### config.mk
export PLATFORM = sky130hd
export DESIGN_NAME = dpbb_ctrl
export DESIGN_NICKNAME = d
export VERILOG_FILES = /design/src/rtl/dpbb_pkg.sv /design/src/rtl/dpbb_ctrl.sv
export SDC_FILE = /design/constraint.sdc
export NUM_CORES = 1
export LEC_CHECK = 0
export BUFFER_PORTS_ARGS = -buffer_cell sky130_fd_sc_hd__buf_2
export CAP_MARGIN = 10
export CORE_AREA = 2 2 39 41
export CTS_BUF_LIST = sky130_fd_sc_hd__clkbuf_8
export DETAILED_ROUTE_END_ITERATION = 7
export DIE_AREA = 0 0 41 43
export MAX_ROUTING_LAYER = met4
export PLACE_DENSITY_LB_ADDON = 0.25
export SLEW_MARGIN = 30
export SYNTH_ARGS = -nofsm -noshare
export SYNTH_HDL_FRONTEND = slang
export SYNTH_SLANG_ARGS = --single-unit
### constraint.sdc
create_clock -name aclk -period 1.4 [get_ports aclk]
set_input_delay 0.21 -clock aclk [delete_from_list [all_inputs] [get_ports aclk]]
set_output_delay 0.21 -clock aclk [all_outputs]
set_load 0.05 [all_outputs]
### src/rtl/dpbb_pkg.sv
// Shared types, constants and helpers for the depth pixel bounding box core.
package dpbb_pkg;

    localparam int INDEX_BITS    = 12;
    localparam int COORD_BITS    = 16;
    localparam int DEPTH_BITS    = 8;
    localparam int CFG_IDX_BITS  = 3;
    localparam int CFG_DATA_BITS = 16;
    localparam int DIV_W         = 40;
    localparam int DIV_CNT_BITS  = 6;
    localparam int ROT_W         = 56;

    localparam logic [DEPTH_BITS-1:0] DEPTH_NONE = 8'd0;
    localparam logic [DEPTH_BITS-1:0] DEPTH_SAT  = 8'd255;

    localparam logic [15:0]        RST_DEPTH_SCALE = 16'd256;
    localparam logic [15:0]        RST_TAN_W       = 16'd17793;
    localparam logic [15:0]        RST_TAN_H       = 16'd13507;
    localparam logic signed [15:0] RST_SINE        = 16'sd0;
    localparam logic signed [15:0] RST_COSINE      = 16'sd16384;
    localparam logic signed [10:0] RST_MOUNT       = 11'sd0;
    localparam logic [11:0]        RST_WIDTH       = 12'd640;
    localparam logic [11:0]        RST_HEIGHT      = 12'd480;

    typedef enum logic [CFG_IDX_BITS-1:0] {
        CFG_DEPTH_SCALE = 3'd0,
        CFG_TAN_WIDTH   = 3'd1,
        CFG_TAN_HEIGHT  = 3'd2,
        CFG_TILT_SINE   = 3'd3,
        CFG_TILT_COSINE = 3'd4,
        CFG_MOUNT       = 3'd5,
        CFG_FRAME_W     = 3'd6,
        CFG_FRAME_H     = 3'd7
    } cfg_idx_t;

    typedef struct packed {
        logic [DEPTH_BITS-1:0] depth;
        logic [INDEX_BITS-1:0] column;
        logic [INDEX_BITS-1:0] row;
        logic                  last;
    } pixel_t;

    typedef struct packed {
        logic                         found;
        logic signed [COORD_BITS-1:0] near_cm;
        logic signed [COORD_BITS-1:0] far_cm;
        logic signed [COORD_BITS-1:0] left_cm;
        logic signed [COORD_BITS-1:0] right_cm;
        logic signed [COORD_BITS-1:0] bottom_cm;
        logic signed [COORD_BITS-1:0] top_cm;
    } result_t;

    typedef enum logic [3:0] {
        ST_IDLE,
        ST_CHECK,
        ST_MUL1,
        ST_MUL2,
        ST_MUL3,
        ST_LDX,
        ST_DIVX,
        ST_LDY,
        ST_DIVY,
        ST_ROT,
        ST_SUM,
        ST_UPDATE,
        ST_FINISH
    } state_t;

    typedef struct packed {
        logic load;
        logic mul1;
        logic mul2;
        logic mul3;
        logic divx_load;
        logic divy_load;
        logic div_step;
        logic store_x;
        logic store_y;
        logic rot;
        logic sum;
        logic update;
        logic emit;
    } dp_cmd_t;

    typedef struct packed {
        logic depth_ok;
        logic last;
        logic div_done;
        logic out_busy;
    } dp_status_t;

    function automatic logic signed [COORD_BITS-1:0] to_cm(input logic signed [ROT_W-1:0] v);
        logic signed [ROT_W-1:0] t;
        logic signed [ROT_W-1:0] hi;
        logic signed [ROT_W-1:0] lo;
        t  = v >>> 8;
        hi = ROT_W'(signed'({1'b0, {(COORD_BITS-1){1'b1}}}));
        lo = ROT_W'(signed'({1'b1, {(COORD_BITS-1){1'b0}}}));
        if (t > hi) begin
            return hi[COORD_BITS-1:0];
        end else if (t < lo) begin
            return lo[COORD_BITS-1:0];
        end
        return t[COORD_BITS-1:0];
    endfunction

endpackage

### src/rtl/dpbb_ctrl.sv
// Sequencer for the per-pixel projection, division and bound update.
module dpbb_ctrl (
    input  logic                  aclk,
    input  logic                  aresetn,
    input  logic                  s_valid,
    output logic                  s_ready,
    input  dpbb_pkg::dp_status_t  status,
    output dpbb_pkg::dp_cmd_t     cmd
);
    import dpbb_pkg::*;

    state_t state_reg;
    state_t state_next;

    always_ff @(posedge aclk) begin
        if (!aresetn) begin
            state_reg <= ST_IDLE;
        end else begin
            state_reg <= state_next;
        end
    end

    always_comb begin
        state_next = state_reg;
        cmd        = '0;
        s_ready    = 1'b0;
        unique case (state_reg)
            ST_IDLE: begin
                s_ready = 1'b1;
                if (s_valid) begin
                    cmd.load   = 1'b1;
                    state_next = ST_CHECK;
                end
            end
            ST_CHECK: begin
                state_next = status.depth_ok ? ST_MUL1 : ST_FINISH;
            end
            ST_MUL1: begin
                cmd.mul1   = 1'b1;
                state_next = ST_MUL2;
            end
            ST_MUL2: begin
                cmd.mul2   = 1'b1;
                state_next = ST_MUL3;
            end
            ST_MUL3: begin
                cmd.mul3   = 1'b1;
                state_next = ST_LDX;
            end
            ST_LDX: begin
                cmd.divx_load = 1'b1;
                state_next    = ST_DIVX;
            end
            ST_DIVX: begin
                if (status.div_done) begin
                    cmd.store_x = 1'b1;
                    state_next  = ST_LDY;
                end else begin
                    cmd.div_step = 1'b1;
                end
            end
            ST_LDY: begin
                cmd.divy_load = 1'b1;
                state_next    = ST_DIVY;
            end
            ST_DIVY: begin
                if (status.div_done) begin
                    cmd.store_y = 1'b1;
                    state_next  = ST_ROT;
                end else begin
                    cmd.div_step = 1'b1;
                end
            end
            ST_ROT: begin
                cmd.rot    = 1'b1;
                state_next = ST_SUM;
            end
            ST_SUM: begin
                cmd.sum    = 1'b1;
                state_next = ST_UPDATE;
            end
            ST_UPDATE: begin
                cmd.update = 1'b1;
                state_next = ST_FINISH;
            end
            ST_FINISH: begin
                if (!status.last) begin
                    state_next = ST_IDLE;
                end else if (!status.out_busy) begin
                    cmd.emit   = 1'b1;
                    state_next = ST_IDLE;
                end
            end
            default: begin
                state_next = ST_IDLE;
            end
        endcase
    end

endmodule

# Word-level counts from Yosys, hierarchy flattened
# Cells that the tools add are included.
# word_totals
regBits,4
out_inout_bits,14
word_cells,46
# op_classes
n_eq_ne,16
mux,26
n_reduce_logical,3
# ops
cell,count
4-bit one-hot mux with 13 select lines,1
4-bit two-way mux,6
"4-bit == test, second input constant",5
1-bit two-way mux,19
"4-bit by 3-bit == test with 1-bit output, second input constant",4
"4-bit by 2-bit == test with 1-bit output, second input constant",2
"2-bit inequality test, second input constant",3
"4-bit by 1-bit == test with 1-bit output, second input constant",1
4-bit logical NOT,1
4-bit AND reduction,1
"3-bit inequality test, second input constant",1
2-bit OR reduction,1

# Longest topological paths before layout
# Gate-level depths: netlist of the first run.
# logic_depth
depth_word,3
mapped_depth,4
ltp_nobuf,3

# Least setup slack after synthesis of the first run
# No wires, ideal clock.
# synth_path
path_kind,register -> output
start,register state_reg[1]
end,output port cmd[12] (netlist name)
t_arrival_ns,2.582
required_time_ns,1.190
slack_ns,-1.392
path_stages_with_launch,4
path_cell_list,dfxtp_1 buf_6 nor4_1 and2_1
# synth_lines
element,line_no,source
from (decl),dpbb_ctrl.sv:12,state_t state_reg;
from (signal assigned),dpbb_ctrl.sv:19,state_reg <= state_next;
to (decl),dpbb_ctrl.sv:8,output dpbb_pkg::dp_cmd_t cmd

==> results of run 1 <==
[worst register-to-register path: stages, from the launching register on]
cell and delay, ns:
dfxtp_2 0.32, buf_6 0.13, buf_6 0.11, buf_6 0.12
or3_4 0.34, a21oi_2 0.13, o21a_1 0.12
[power by group]
part / internal [µW] / switching [µW]
Sequential: 149 / 34.3
Combinational: 448 / 510
Clock: 187 / 60.7
Total: 784 / 605
[metal layers]
metal | vias up | global-route usage [%] | routed length, µm
li1 | 276 | - | -
met1 | 252 | 20.97 | 512
met2 | 17 | 31.25 | 792
met3 | 4 | 4.712 | 59
met4 | 0 | 8.000 | 29
met5 | - | - | 0
[through the flow]
stage | utilization [%] | setup WS [ns] | instances | power (µW)
global route | 72.97 | -0.2292 | 109 | 1474
CTS | 70.07 | -0.1812 | 108 | 1350
floorplan | - | -0.2998 | 54 | 717.7
global placement | 52.62 | -0.03678 | 101 | 884.2
finish | 72.97 | -0.1857 | 109 | 1390
detailed placement | 52.62 | -0.04636 | 101 | 890.5
[cell type report]
class                   count  area [µm²]  share of cell area, %
clock buffers               3       41.29                  4.089
clock inverters             1       3.754                 0.3717
inverters                   1       3.754                 0.3717
multi-input cells          44       456.7                  45.23
flip-flops and latches      4       90.09                  8.922
well taps                  16       20.02                  1.983
repair buffers             40       394.1                  39.03
[logic make-up after synthesis]
logic type,after synthesis,share of synthesized area [%]
compound gates,8,15.79
buf+inv,6,8.552
flops,4,21.05
simple gates,36,54.61
[timing repair]
| item | in CTS | in global routing |
|---|---|---|
| setup endpoints to repair | 14 | 15 |
| resized for setup | 51 | 8 |
| pin swaps | 3 | 7 |
| setup buffers | 3 | 1 |
[layout by cell type (no fill, tap or decap), types with 3 or more instances in the layout]
cell type and n:
buf_6 17, nor3_4 4, nand2b_4 4, clkbuf_8 3, buf_4 11, nor4_4 3
nor2_4 5, buf_8 6, buf_2 6
[worst max-delay path by stage]
stage / endpoint / slack [ns]
3_3_place_gp: cmd[6] / -0.04
6_report: cmd[6] / -0.19
2_1_floorplan: cmd[12] / -0.30
3_5_place_dp: cmd[6] / -0.05
5_1_grt: cmd[6] / -0.23
4_1_cts: cmd[6] / -0.18
==> results.tsv, run 1 <==
metric	value	unit
worst_setup_path_start_kind	flip-flop	
die_h	43	µm
wl_per_cell	12.78	µm
grt_pass1_vias	513	
vias	549	
rrSetupSlack	0.08	ns
yosys-top-cells-count	6 x nand2b_1, 6 x nor2_1, 6 x nor3_1, 5 x nor4_1	
synth_top_area_share	21.05	%
wl	1393	µm
crit_start	state_reg[3]	
drt_iter0_markers	0	
path_class	flip-flop to primary output	
hold_end	state_reg[3]	
drc	0	
ff2ff_path_depth	6	
core.rowCount	14	
grt_usage	19.16	%
setup_slack	-0.1857	ns
die_width	41	µm
end_kind	primary output	
slowest_stage	or3b_4	
viasPerCell	5.037	
cp.depth	3	
period_minus_slack	1.586	ns
ys_top_cells_by_area	dfxtp_1 21%, nand2b_1 9.9%, nor4_1 8.2%	
relSlewSlack	82.09	%
dieArea	0.001763	mm²
ant_nets	0	
syn_inst	54	
holdPathStages	2	
required	1.19	ns
initial_utilization	27.49	%
failed_checks	setup timing	
ys_ff_latch	4	
r2r_end	state_reg[3]	
path_max_fanout	5	
cts_hold_buf	0	
yosysWarnings	0	
synth_area_per_cell	7.044	µm²
port_buffers	20	
hold_viol_final	0	
core	0.001384	mm²
path_cells	or3b_4, a211oi_4, buf_6	
slowest_delay	0.39	ns
timing.hold.ws	0.2769	ns
clk_path_buf_depth	2	
finalClockSkew	0.005264	ns
nNetsFinal	101	
drt-pass1-iter-count	1	
drv_slew	0	
gp_congestion	0.7177	
critPathTopFamily	simple AND/OR/NAND/NOR gates	
dominantRegCellSynth	dfxtp_1	
grt_pass1_wl	2194	µm
crit_buf_inv	1	
fmax	630.6	MHz
diodes	0	
setup_violations	12	
placed_cell_area	728.2	µm²
synth_area	380.4	µm²
tightestPinTransition	0.2666	ns
clkSinkCount	4	
ir_drop	1127	µV
grt_antenna_before_repair	0	
largest_reg_flops	4	
outcome	finished with violations	
ioPinCount	21	
worstPathArrival	1.38	ns
worstHoldStart	aresetn	
maxCapViolCount	0	
grt_start_max_net_pins	10	
synth-seq-area-share	21.05	%
cts_tree	built	
area_growth	165.5	%
drive_gt1_share	75.27	%
rsz0062_at_grt	true	
cts-root-buf	clkbuf_8	
min_path_type	input pin to flip-flop	
fillers	92	
fin_tns_setup	-0.7057	ns
htreeDepth	1	
post-route-period-util	113.3	%
leakage	0.0004009	µW
clock_latency	0.22	ns
synth_area_leader_cell	dfxtp_1	
syn_nets	61	
overflow	0	
dp_hpwl	970.8	µm
crit-reg2reg-launch	state_reg[1]	
powerDensity	1376	mW/mm²
synth_cell_type_count	25	
numCtsBuffers	3	
design_area	0.001010	mm²
path_clk_slew	0.03	ns
async_reset_ff_share	0	%
synth_edf_count	0	
Note: power is estimated with default switching activity, not from simulation.
==> run 2: changes to the inputs <==
--- a/config.mk
+++ b/config.mk
@@ -5,7 +5,7 @@
 export SDC_FILE = /design/constraint.sdc
 export NUM_CORES = 1
 export LEC_CHECK = 0
-export BUFFER_PORTS_ARGS = -buffer_cell sky130_fd_sc_hd__buf_2
+export BUFFER_PORTS_ARGS = -buffer_cell sky130_fd_sc_hd__clkbuf_2
 export CAP_MARGIN = 10
 export CORE_AREA = 2 2 39 41
 export CTS_BUF_LIST = sky130_fd_sc_hd__clkbuf_8
==> results.tsv, run 2 (synthesis gave the netlist of run 1 again) <==
metric	value	unit
outcome	finished with violations	
failed_checks	setup timing	
post-route-period-util	116.2	%
final_cells	108	
fillers	97	
finalClockSkew	0.005628	ns
die_h	43	µm
port_buffers	20	
largest_reg_flops	4	
slowest_stage	or3b_4	
cts-root-buf	clkbuf_8	
gp_congestion	0.7687	
htreeDepth	1	
ir_drop	949.2	µV
grt_start_max_net_pins	9	
setup_slack	-0.2269	ns
drt_iter0_markers	5	
ant_nets	0	
drt-pass1-iter-count	2	
clk_path_buf_depth	2	
drc	0	
multi_input_area	439.2	µm²
core.rowCount	14	
wl_per_cell	14.56	µm
design_area	0.001006	mm²
placed_cells	98	
cts_tree	built	
clkSinkCount	4	
hold_viol_final	0	
die_width	41	µm
relSlewSlack	70.73	%
core	0.001384	mm²
post-place-ws	-0.03560	ns
powerDensity	1359	mW/mm²
postLayoutCoreUtil	72.69	%
dieArea	0.001763	mm²
numCtsBuffers	3	
grt_pass1_wl	2608	µm
grt_antenna_before_repair	0	
required	1.19	ns
critPathTopFamily	simple AND/OR/NAND/NOR gates	
clock_latency	0.22	ns
drive_gt1_share	71.74	%
fin_tns_setup	-2.009	ns
grt_usage	22.68	%
maxCapViolCount	0	
grt_pass1_vias	559	
period_minus_slack	1.627	ns
dp_hpwl	947	µm
placed_cell_area	720.7	µm²
crit_buf_inv	1	
area_growth	164.5	%
setup_violations	14	
worst_setup_path_start_kind	flip-flop	
rsz0062_at_grt	true	
fmax	614.7	MHz
wl	1572	µm
path_class	flip-flop to primary output	
slowest_delay	0.39	ns
initial_utilization	27.49	%
layout_common_cells	11 x buf_6, 8 x buf_4, 7 x clkbuf_2, 7 x buf_8, 5 x nor2_4	
viasPerCell	5.074	
end_kind	primary output	
path_clk_slew	0.04	ns
min_path_type	input pin to flip-flop	
drv_slew	0	
seqCellArea	92.59	µm²
ioPinCount	21	
worstPathArrival	1.42	ns
path_cells	or3b_4, a211oi_4, buf_12	
nNetsFinal	100	
diodes	0	
final_common_cell	buf_6	
overflow	0	
path_max_fanout	5	
leakage	0.0004107	µW
vias	548	
tightestPinTransition	0.4390	ns
## run 2: metal layers
metal	routed length, µm	GRT usage [%]
met4	43	12.67
met5	0	-
met1	565	25.57
met3	43	0.5236
met2	919	37.81
## run 2: path summary, 6_finish.rpt
path | start | to | slack, ns | cells after the start
worst min-delay path | aresetn | state_reg[3] | 0.26 | 2
worst max register to register | state_reg[3] | state_reg[0] | 0.06 | 4
worst max-delay path | state_reg[3] | cmd[6] | -0.23 | 3
worst min register to register | state_reg[3] | state_reg[0] | 0.61 | 2
## run 2: area by class of cell
type                       count  share of cell area [%]
multi-input combinational     44                   43.66
timing repair buffer          39                   40.30
sequential                     4                   9.204
clock buffer                   3                   4.104
tap                           16                   1.990
clock inverter                 1                  0.3731
inverter                       1                  0.3731
## run 2: power by group
part	switching [µW]	total, µW	internal [µW]
combinational	489	912	424
sequential	47.9	198	150
clock	69.3	257	188
## run 2: repair_timing
action                                  in CTS  in global routing
endpoints found under the setup margin      14                 15
pin swaps                                    5                  3
buffers inserted                             6                  1
gates resized for setup                     41                 12
hold buffers                                 0                  0
endpoints found under the hold margin        0                  0
## run 2: stage by stage
step,total power [µW],hold WS [ns]
2_1_floorplan,717.7,0.3275
3_3_place_gp,864.3,0.4816
3_5_place_dp,867.9,0.4920
4_1_cts,1325,0.2563
5_1_grt,1436,0.2818
6_report,1367,0.2625
